--- src/sv/ple_pkg.sv ---
// shared types and constants for the positional list engine
// used by ple_ctrl, ple_datapath and positional_list_engine; no dependencies
`timescale 1ns / 1ps
`default_nettype none

package ple_pkg;

   localparam int CAPACITY = 1024;
   localparam int DATA_W   = 16;
   localparam int FUNC_W   = 3;
   localparam int POS_W    = 11;
   localparam int LEN_W    = 11;
   localparam int ADDR_W   = $clog2(CAPACITY);

   typedef enum logic [FUNC_W-1:0] {
      FUNC_READ     = 3'd0,
      FUNC_INS_HEAD = 3'd1,
      FUNC_INS_TAIL = 3'd2,
      FUNC_INS_AT   = 3'd3,
      FUNC_DELETE   = 3'd4
   } func_type;

   typedef enum logic [1:0] {
      STAT_DONE    = 2'd0,
      STAT_INVALID = 2'd1,
      STAT_FULL    = 2'd2
   } status_type;

   typedef enum logic [1:0] {
      OP_READ,
      OP_INSERT,
      OP_DELETE,
      OP_BAD
   } op_type;

   typedef enum logic [1:0] {
      RD_POS,
      RD_PREV,
      RD_NEXT
   } rd_sel_type;

   typedef enum logic [2:0] {
      PTR_HOLD,
      PTR_LOAD_LEN,
      PTR_LOAD_POS,
      PTR_DEC,
      PTR_INC
   } ptr_op_type;

   typedef struct packed {
      logic       capture;
      ptr_op_type ptr_op;
      logic       mem_rd;
      rd_sel_type rd_sel;
      logic       mem_wr;
      logic       wr_new;
      logic       len_inc;
      logic       len_dec;
      logic       rsp_load;
      status_type rsp_status;
      logic       rsp_with_data;
   } cmd_type;

   typedef struct packed {
      op_type op;
      logic   idx_bad;
      logic   full;
      logic   more;
      logic   rsp_free;
   } stat_type;

endpackage

`default_nettype wire

--- src/sv/ple_ctrl.sv ---
// controller state machine for the positional list engine
// depends on ple_pkg; drives ple_datapath through cmd_type, watches stat_type
`timescale 1ns / 1ps
`default_nettype none

module ple_ctrl
   import ple_pkg::*;
(
   input  wire logic     clock,
   input  wire logic     reset,
   input  wire logic     req_valid,
   output logic          req_stall,
   input  wire stat_type stat,
   output cmd_type       cmd
);

   typedef enum logic [2:0] {
      S_IDLE,
      S_CHECK,
      S_MOVE_RD,
      S_MOVE_WR,
      S_DONE
   } state_type;

   state_type  state_ff, state_in;
   status_type status_ff, status_in;
   logic       with_data_ff, with_data_in;

   assign req_stall = (state_ff != S_IDLE);

   always_comb begin
      cmd           = '0;
      cmd.ptr_op    = PTR_HOLD;
      cmd.rd_sel    = RD_POS;
      cmd.rsp_status = status_ff;
      cmd.rsp_with_data = with_data_ff;
      state_in      = state_ff;
      status_in     = status_ff;
      with_data_in  = with_data_ff;
      unique case (state_ff)
         S_IDLE: begin
            if (req_valid) begin
               cmd.capture = 1'b1;
               state_in    = S_CHECK;
            end
         end
         S_CHECK: begin
            status_in    = STAT_DONE;
            with_data_in = 1'b0;
            priority if (stat.op == OP_BAD || stat.idx_bad) begin
               status_in = STAT_INVALID;
               state_in  = S_DONE;
            end else if (stat.op == OP_INSERT && stat.full) begin
               status_in = STAT_FULL;
               state_in  = S_DONE;
            end else if (stat.op == OP_READ) begin
               cmd.mem_rd   = 1'b1;
               cmd.rd_sel   = RD_POS;
               with_data_in = 1'b1;
               state_in     = S_DONE;
            end else if (stat.op == OP_INSERT) begin
               cmd.ptr_op = PTR_LOAD_LEN;
               state_in   = S_MOVE_RD;
            end else begin
               cmd.ptr_op = PTR_LOAD_POS;
               state_in   = S_MOVE_RD;
            end
         end
         S_MOVE_RD: begin
            if (stat.more) begin
               cmd.mem_rd = 1'b1;
               cmd.rd_sel = (stat.op == OP_INSERT) ? RD_PREV : RD_NEXT;
               state_in   = S_MOVE_WR;
            end else begin
               if (stat.op == OP_INSERT) begin
                  cmd.mem_wr  = 1'b1;
                  cmd.wr_new  = 1'b1;
                  cmd.len_inc = 1'b1;
               end else begin
                  cmd.len_dec = 1'b1;
               end
               state_in = S_DONE;
            end
         end
         S_MOVE_WR: begin
            cmd.mem_wr = 1'b1;
            cmd.ptr_op = (stat.op == OP_INSERT) ? PTR_DEC : PTR_INC;
            state_in   = S_MOVE_RD;
         end
         S_DONE: begin
            if (stat.rsp_free) begin
               cmd.rsp_load = 1'b1;
               state_in     = S_IDLE;
            end
         end
         default: begin
            state_in = S_IDLE;
         end
      endcase
   end

   always_ff @(posedge clock) begin
      if (reset) begin
         state_ff     <= S_IDLE;
         status_ff    <= STAT_DONE;
         with_data_ff <= 1'b0;
      end else begin
         state_ff     <= state_in;
         status_ff    <= status_in;
         with_data_ff <= with_data_in;
      end
   end

   a_accept_to_check : assert property (@(posedge clock) disable iff (reset)
      (req_valid && !req_stall) |=> state_ff == S_CHECK)
      else $error("accepted request did not move to check");

   a_rsp_load_free : assert property (@(posedge clock) disable iff (reset)
      cmd.rsp_load |-> stat.rsp_free)
      else $error("response loaded over an unread response");

   a_len_one_way : assert property (@(posedge clock) disable iff (reset)
      !(cmd.len_inc && cmd.len_dec))
      else $error("length incremented and decremented together");

endmodule

`default_nettype wire

--- config.mk ---
export PLATFORM = sky130hd
export DESIGN_NAME = ple_ctrl
export DESIGN_NICKNAME = d
export VERILOG_FILES = /design/src/sv/ple_pkg.sv /design/src/sv/ple_ctrl.sv
export SDC_FILE = /design/constraint.sdc
export NUM_CORES = 1
export LEC_CHECK = 0
export ABC_CLOCK_PERIOD_IN_PS = 4600
export BUFFER_PORTS_ARGS = -buffer_cell sky130_fd_sc_hd__clkbuf_2
export CAP_MARGIN = 40
export CORE_AREA = 10 10 47 49
export CTS_CLUSTER_DIAMETER = 30
export DETAILED_ROUTE_END_ITERATION = 10
export DIE_AREA = 0 0 57 59
export HOLD_SLACK_MARGIN = 0.12
export PLACE_DENSITY = 0.67
export SKIP_CTS_REPAIR_TIMING = 1
export SKIP_LAST_GASP = 1
export SLEW_MARGIN = 15
export SYNTH_ARGS = -nofsm -noshare
export SYNTH_HDL_FRONTEND = slang
export SYNTH_SLANG_ARGS = --single-unit
--- constraint.sdc ---
create_clock -name clock -period 4.6 [get_ports clock]
set_clock_uncertainty 0.1 [all_clocks]
set_input_delay 1.38 -clock clock [delete_from_list [all_inputs] [get_ports clock]]
set_output_delay 1.38 -clock clock [all_outputs]
set_load 0.01 [all_outputs]
==> results of run 1 <==
synthesized netlist by cell type:
| cell type | number |
|---|---|
| nor4bb_1 | 1 |
| nand2b_1 | 3 |
| o22ai_1 | 1 |
| a21oi_1 | 7 |
| or3_2 | 1 |
| clkbuf_1 | 2 |
| dfxtp_1 | 6 |
| o21ai_0 | 2 |
| nor2b_4 | 1 |
| a22o_2 | 1 |
| a22oi_2 | 1 |
| or3_1 | 1 |
| nor3b_1 | 1 |
| nor3_1 | 6 |
| inv_1 | 2 |
| nand2_1 | 3 |
| a211oi_1 | 1 |
| buf_4 | 3 |
| a2111oi_2 | 1 |
| or2_2 | 1 |
| nor2_1 | 8 |
| or2b_1 | 1 |
| nor4_1 | 2 |
| nand4b_1 | 1 |
| nor4b_1 | 1 |
| a2111oi_0 | 1 |
| nand3_1 | 1 |
cell usage in the layout (no fill, tap or decap), types with 2 or more instances in the layout:
cell,instances
inv_1,2
clkbuf_4,3
nor4_1,2
o21ai_0,2
nor2_1,8
nand2_1,3
a21oi_1,7
dfxtp_1,6
clkbuf_2,24
nand2b_1,3
nor3_1,6
cell type report:
type,instances,area [um2]
clock buffer,3,22.52
fill,158,822.0
inverter,2,7.507
multi-input combinational,47,289.0
sequential,6,120.1
tap,16,20.02
timing repair buffer,24,120.1
per-stage QoR:
stage          cell area (um2)  cells  utilization (%)  total power, W
4_1_cts                  579.3     98            41.34       0.0001373
3_5_place_dp             556.8     95            39.73      0.00008929
3_3_place_gp             556.8     95            39.73      0.00008894
2_1_floorplan            446.7     60                -      0.00007697
6_report                 579.3     98            41.34       0.0001346
5_1_grt                  579.3     98            41.34       0.0001462
worst reg2reg max path, delay by kind of cell, from the launching register on:
family / cells / cell delay, ns
flops: 1 / 0.56
simple gates: 2 / 0.52
compound gates: 1 / 0.21
state kept, by name, summed over array words and instances (netlist names):
name	cells
with_data_ff	1
status_ff	2
state_ff	3
worst paths after layout:
kind | end | slack (ns) | cells past startpoint
worst max-delay path | cmd[4] | 0.79 | 5
worst min-delay path | status_ff[1] | 0.38 | 2
worst max register to register | status_ff[0] | 3.12 | 3
worst min register to register | status_ff[1] | 0.38 | 2
layer usage:
metal | vias up | GRT usage (%) | routed length, um
li1 | 267 | - | -
met2 | 23 | 10.85 | 522
met4 | 0 | 2.013 | 0
met1 | 224 | 9.581 | 596
met5 | - | 0 | 0
met3 | 0 | 6.223 | 146
cells by family (layout without fill, tap and decap cells):
| kind of cell | after synthesis | in the layout | synth area share [%] |
|---|---|---|---|
| AND/OR/NAND/NOR | 32 | 32 | 41.18 |
| flip-flops | 6 | 6 | 26.89 |
| buffers and inverters | 7 | 29 | 8.404 |
| AO/OA/AOI/OAI | 15 | 15 | 23.53 |
power groups by stage:
| stage | logic, W | registers [W] | clock network, W |
|---|---|---|---|
| after floorplan | 0.0000196 | 0.0000574 | 0 |
| final | 0.0000289 | 0.0000595 | 0.0000462 |
| after CTS | 0.0000291 | 0.0000594 | 0.0000488 |
| after global routing | 0.0000326 | 0.0000602 | 0.0000534 |
| after detailed placement | 0.0000290 | 0.0000603 | 0 |
| after global placement | 0.0000287 | 0.0000602 | 0 |
==> out/metrics.yaml, run 1 <==
final.setup.worst_slack_ns: 0.7908
min_from: "status_ff[1]"
cts.path.max_buffers: 2
synthTopCellsByArea: "dfxtp_1 27%, a21oi_1 7.8%, nor3_1 6.7%"
grt_pass1_wl_um: 2208
cellLeakagePower_nw: 0.2522
yosysTopAreaCell: "dfxtp_1"
whs_ns: 0.3805
hpwlAfterDp_um: 1007
worstPathBufferInverterCount: 2
clock.fmax_ghz: 0.2625
drc: 0
rows: 14
io_pins: 25
antenna_found_initial: 0
ys_warn_count: 0
power_density_nw_per_um2: 232.3
critical_path.startpoint: "stat[4]"
grt_pass1_vias: 493
power.switching_w: 0.00003753
final_nets: 93
r2r-start: "state_ff[0]"
synth_top_cell_area_share_pct: 26.89
die_w_um: 57
final-hold-violation-count: 0
gp_congestion: 0.7919
antenna_left: 0
avgViaCountPerCell: 5.245
ir_worst_vdd_mv: 0.1925
p_int_w: 0.00009702
initial_core_util_pct: 31.87
cts_made_buffers: 3
worstMarginPinSlew_ns: 0.4387
slowest_stage: "or3_2"
wire_per_inst_um: 12.91
dp_slack_ns: 0.7845
drt_wl_total_um: 1265
ys_ff_latch: 6
ys_seq_area_share_pct: 26.89
area_delta_synth_final_pct: 29.69
ys_types: 27
grt_overflow_total: 0
clockPowerShare_pct: 34.3
rsz0062_at_grt: "false"
first_pass_iters: 4
vias: 514
cts-root-buf: "clkbuf_4"
fin_crit_sh_pct: 82.81
grt_start_max_net_pins: 15
sw_frac_of_total_pct: 27.89
combPwrFrac_pct: 21.4
syn_nets: 69
maxSlewViolCount: 0
syn_inst: 60
htree_levels: 1
coreArea_um2: 1401
drv_cap: 0
finalSetupTns_ns: 0
crit_family: "simple AND/OR/NAND/NOR gates"
drtIter0Drc: 10
cts_tree: "done"
clk_pin_slew_worst_paths_ns: 0.04
critical_path_arrival_ns: 2.33
worstSetupPathType: "primary input to primary output"
grt_usage_pct: 8.019
io_buffers: 24
period_minus_slack_ns: 3.809
outcome: "completed"
end_kind: "primary output"
drive_gt1_share_pct: 40.24
cp_cell_sequence: "clkbuf_2 > nor2b_4 > or3_2 > nor2_1 > clkbuf_2"
avgSynthCellArea_um2: 7.445
crit_required_ns: 3.12
slew_headroom_pct: 70.69
path_max_fanout: 6
path_common_cell: "clkbuf_2"
die_h_um: 59
setup_violations: 0
clk_latency_ns: 0.23
slowest_delay_ns: 0.42
sequentialPowerShare_pct: 44.2
clock-sinks: 6
diodes: 0
start_kind: "primary input"
hold_class: "flip-flop to flip-flop"
syn_area_um2: 446.7
die_area_um2: 3363
(Power assumes the default switching activity.)
==> run 2: changes to the inputs <==
Settings changed: ABC_CLOCK_PERIOD_IN_PS 4600 to 3830.
Clock period 4.6 ns to 3.83 ns, I/O delays scaled along.
==> run 2 against run 1 <==
Compared with the run above: clock power increased by 20%; highest routed layer unchanged; first-iteration DRC count fell by 40%; largest power group unchanged; global-route usage grew 0.17 points; die area stayed put; critical path depth down 1; register-to-register slack got worse by 0.73 ns.
==> out/metrics.yaml, run 2 (synthesis results as in run 1) <==
ff_latch_area_um2: 120.1
ir_worst_vdd_mv: 0.2365
clock-sinks: 6
initial_core_util_pct: 31.87
coreArea_um2: 1401
period_minus_slack_ns: 3.342
clk_pin_slew_worst_paths_ns: 0.04
drive_gt1_share_pct: 40.24
r2r_cells: 3
worstSetupPathType: "primary input to primary output"
die_area_um2: 3363
grt_overflow_total: 0
multi_input_area_um2: 289.0
first_pass_iters: 3
hold_class: "flip-flop to flip-flop"
maxSlewViolCount: 0
critical_path_arrival_ns: 2.09
io_pins: 25
largest_reg_flops: 3
finalSetupTns_ns: 0
r2r-start: "state_ff[0]"
drt_wl_total_um: 1247
crit_required_ns: 2.58
cts_tree: "done"
top_register: "state_ff"
outcome: "completed"
grt_pass1_vias: 506
cts.path.max_buffers: 2
grt_pass1_wl_um: 2270
layout_commonest_cell: "clkbuf_2"
dp_slack_ns: 0.4743
diodes: 0
hold_depth: 2
total_power_w: 0.0001612
htree_levels: 1
final-hold-violation-count: 0
antenna_left: 0
slew_headroom_pct: 71.14
gp_congestion: 0.7919
cellLeakagePower_nw: 0.2522
rsz0062_at_grt: "false"
vias: 501
drc: 0
end_kind: "primary output"
power_density_nw_per_um2: 278.3
hpwlAfterDp_um: 997.2
final.setup.worst_slack_ns: 0.4876
grt_usage_pct: 8.189
min_from: "status_ff[1]"
path_max_fanout: 6
area_delta_synth_final_pct: 29.69
whs_ns: 0.3779
final_cell_mix: "24 x clkbuf_2, 8 x nor2_1, 7 x a21oi_1, 6 x nor3_1, 6 x dfxtp_1"
io_buffers: 24
grt_start_max_net_pins: 15
cts_made_buffers: 3
die_h_um: 59
r2r_setup_slack_ns: 2.39
num-fill-cells: 156
avgViaCountPerCell: 5.112
top_regs: "state_ff x3, status_ff x2, with_data_ff x1"
cts-root-buf: "clkbuf_4"
clk_latency_ns: 0.23
r2r_end: "status_ff[1]"
whs_endpoint: "status_ff[1]"
start_kind: "primary input"
clock.fmax_ghz: 0.2992
worstMarginPinSlew_ns: 0.4322
wire_per_inst_um: 12.72
setup_violations: 0
fin_crit_sh_pct: 87.27
drv_cap: 0
rows: 14
die_w_um: 57
final_nets: 93
drtIter0Drc: 6
antenna_found_initial: 0
[run 2: final cells by class]
cell class,count,share of cell area (%)
inverter,2,1.296
clock buffer,3,3.888
sequential,6,20.73
multi-input combinational,47,49.89
timing repair buffer,24,20.73
tap,16,3.456
[run 2: per-layer routing]
metal / up-vias / track usage, % / wire length, um
met5: - / 0 / 0
met4: 0 / 2.013 / 0
met3: 0 / 6.223 / 151
met2: 21 / 11.01 / 501
met1: 213 / 9.928 / 594
li1: 267 / - / -
[run 2: worst max path at each step]
stage	from	end	slack (ns)
6_report	stat[5]	cmd[5]	0.49
5_1_grt	stat[5]	cmd[5]	0.34
4_1_cts	stat[5]	cmd[5]	0.47
3_5_place_dp	stat[5]	cmd[5]	0.47
3_3_place_gp	stat[4]	cmd[4]	0.50
2_1_floorplan	stat[4]	cmd[6]	0.49
[run 2: critical path: stages]
cell and delay, ns:
clkbuf_2 0.14, or2b_1 0.28, nor4_1 0.32, clkbuf_2 0.20
[run 2: metrics by stage]
stage                     instances  util, %  area (um2)
after floorplan                  60        -       446.7
after global placement           95    39.73       556.8
after detailed placement         95    39.73       556.8
after CTS                        98    41.34       579.3
after global routing             98    41.34       579.3
final                            98    41.34       579.3
[run 2: power by group]
group          leakage (nW)  internal (W)  switching [W]
registers            0.0489     0.0000655     0.00000576
clock network        0.0138     0.0000353      0.0000202
logic                 0.190     0.0000157      0.0000187
==> run 3: changes to the inputs <==
Settings changed: MAX_ROUTING_LAYER set to met4.
==> run 3 against run 2 <==
Compared with the run above: non-clock buffer count stayed put; clock power hardly changed; critical path type unchanged; global-route usage is 0.23 points higher; largest cell class unchanged.
==> out/metrics.yaml, run 3 (synthesis results as in run 1) <==
crit_required_ns: 2.58
grt_usage_pct: 8.419
top_regs: "state_ff x3, status_ff x2, with_data_ff x1"
hold_class: "flip-flop to flip-flop"
area_delta_synth_final_pct: 29.69
ir_worst_vdd_mv: 0.2367
top_register: "state_ff"
io_buffers: 24
clk_pin_slew_worst_paths_ns: 0.04
die_area_um2: 3363
start_kind: "primary input"
antenna_left: 0
cellLeakagePower_nw: 0.2522
antenna_found_initial: 0
die_h_um: 59
cp_cell_sequence: "clkbuf_2 > or2b_1 > nor4_1 > clkbuf_2"
final.setup.worst_slack_ns: 0.4921
grt_pass1_wl_um: 2270
period_minus_slack_ns: 3.338
initial_core_util_pct: 31.87
coreArea_um2: 1401
critical_path_arrival_ns: 2.09
rsz0062_at_grt: "false"
drc: 0
fin_crit_sh_pct: 87.15
grt_pass1_vias: 503
worstMarginPinSlew_ns: 0.4263
slew_headroom_pct: 71.54
clk_latency_ns: 0.23
grt_start_max_net_pins: 15
avgViaCountPerCell: 5.153
final_cell_mix: "24 x clkbuf_2, 8 x nor2_1, 7 x a21oi_1, 6 x nor3_1, 6 x dfxtp_1"
design_area_um2: 579.3
io_pins: 25
cts-root-buf: "clkbuf_4"
dp_slack_ns: 0.4743
grt_overflow_total: 0
final_nets: 93
path_max_fanout: 6
fin_util_pct: 41.34
dpl_cell_area_um2: 556.8
rows: 14
drtIter0Drc: 5
gp_congestion: 0.8030
setup_violations: 0
wire_per_inst_um: 12.77
cts_made_buffers: 3
finalSetupTns_ns: 0
end_kind: "primary output"
drive_gt1_share_pct: 40.24
drt_wl_total_um: 1251
power_density_nw_per_um2: 278.4
htree_levels: 1
vias: 505
layout_commonest_cell: "clkbuf_2"
path_common_cell: "clkbuf_2"
drv_cap: 0
die_w_um: 57
outcome: "completed"
cts.path.max_buffers: 2
diodes: 0
clock-sinks: 6
final-hold-violation-count: 0
hpwlAfterDp_um: 997.2
worstSetupPathType: "primary input to primary output"
cts_tree: "done"
num-fill-cells: 156
maxSlewViolCount: 0
first_pass_iters: 4
largest_reg_flops: 3
slowest_stage: "nor4_1"
slowest_delay_ns: 0.31
clock.fmax_ghz: 0.2996
[run 3: cell counts in the layout (fill, tap and decap cells not counted)]
Identical to the previous run, type by type.
[run 3: stage by stage]
step / hold WS, ns / power, W / instances
after floorplan: 0.3480 / 0.00009244 / 60
after global placement: 0.3657 / 0.0001068 / 95
after detailed placement: 0.3673 / 0.0001071 / 95
after CTS: 0.3767 / 0.0001648 / 98
after global routing: 0.3955 / 0.0001775 / 98
final: 0.3782 / 0.0001613 / 98
[run 3: worst max-delay path, delay by kind of cell]
family	cells	cell delay [ns]
AND/OR/NAND/NOR	2	0.59
buffers and inverters	2	0.34
[run 3: worst paths after layout]
path | end | startpoint | slack (ns) | cells after the start
setup reg to reg | status_ff[1] | state_ff[0] | 2.39 | 3
hold reg to reg | status_ff[1] | status_ff[1] | 0.38 | 2
hold / removal | status_ff[1] | status_ff[1] | 0.38 | 2
setup / recovery | cmd[5] | stat[5] | 0.49 | 4
[run 3: cell type report]
type	count	area, um2	area share (%)
multi-input cells	47	289.0	49.89
flip-flops and latches	6	120.1	20.73
clock buffers	3	22.52	3.888
inverters	2	7.507	1.296
well taps	16	20.02	3.456
repair buffers	24	120.1	20.73
[run 3: power by group]
group	leakage (nW)	internal [W]	switching (W)
Sequential	0.0489	0.0000655	0.00000579
Clock	0.0138	0.0000353	0.0000203
Combinational	0.190	0.0000157	0.0000187
[run 3: layer usage]
layer  track usage, %  routed length, um  vias up
met5                -                  0        -
met4            2.013                  4        0
met3            5.365                124        2
met2            10.70                496       21
met1            10.65                625      217
li1                 -                  -      265
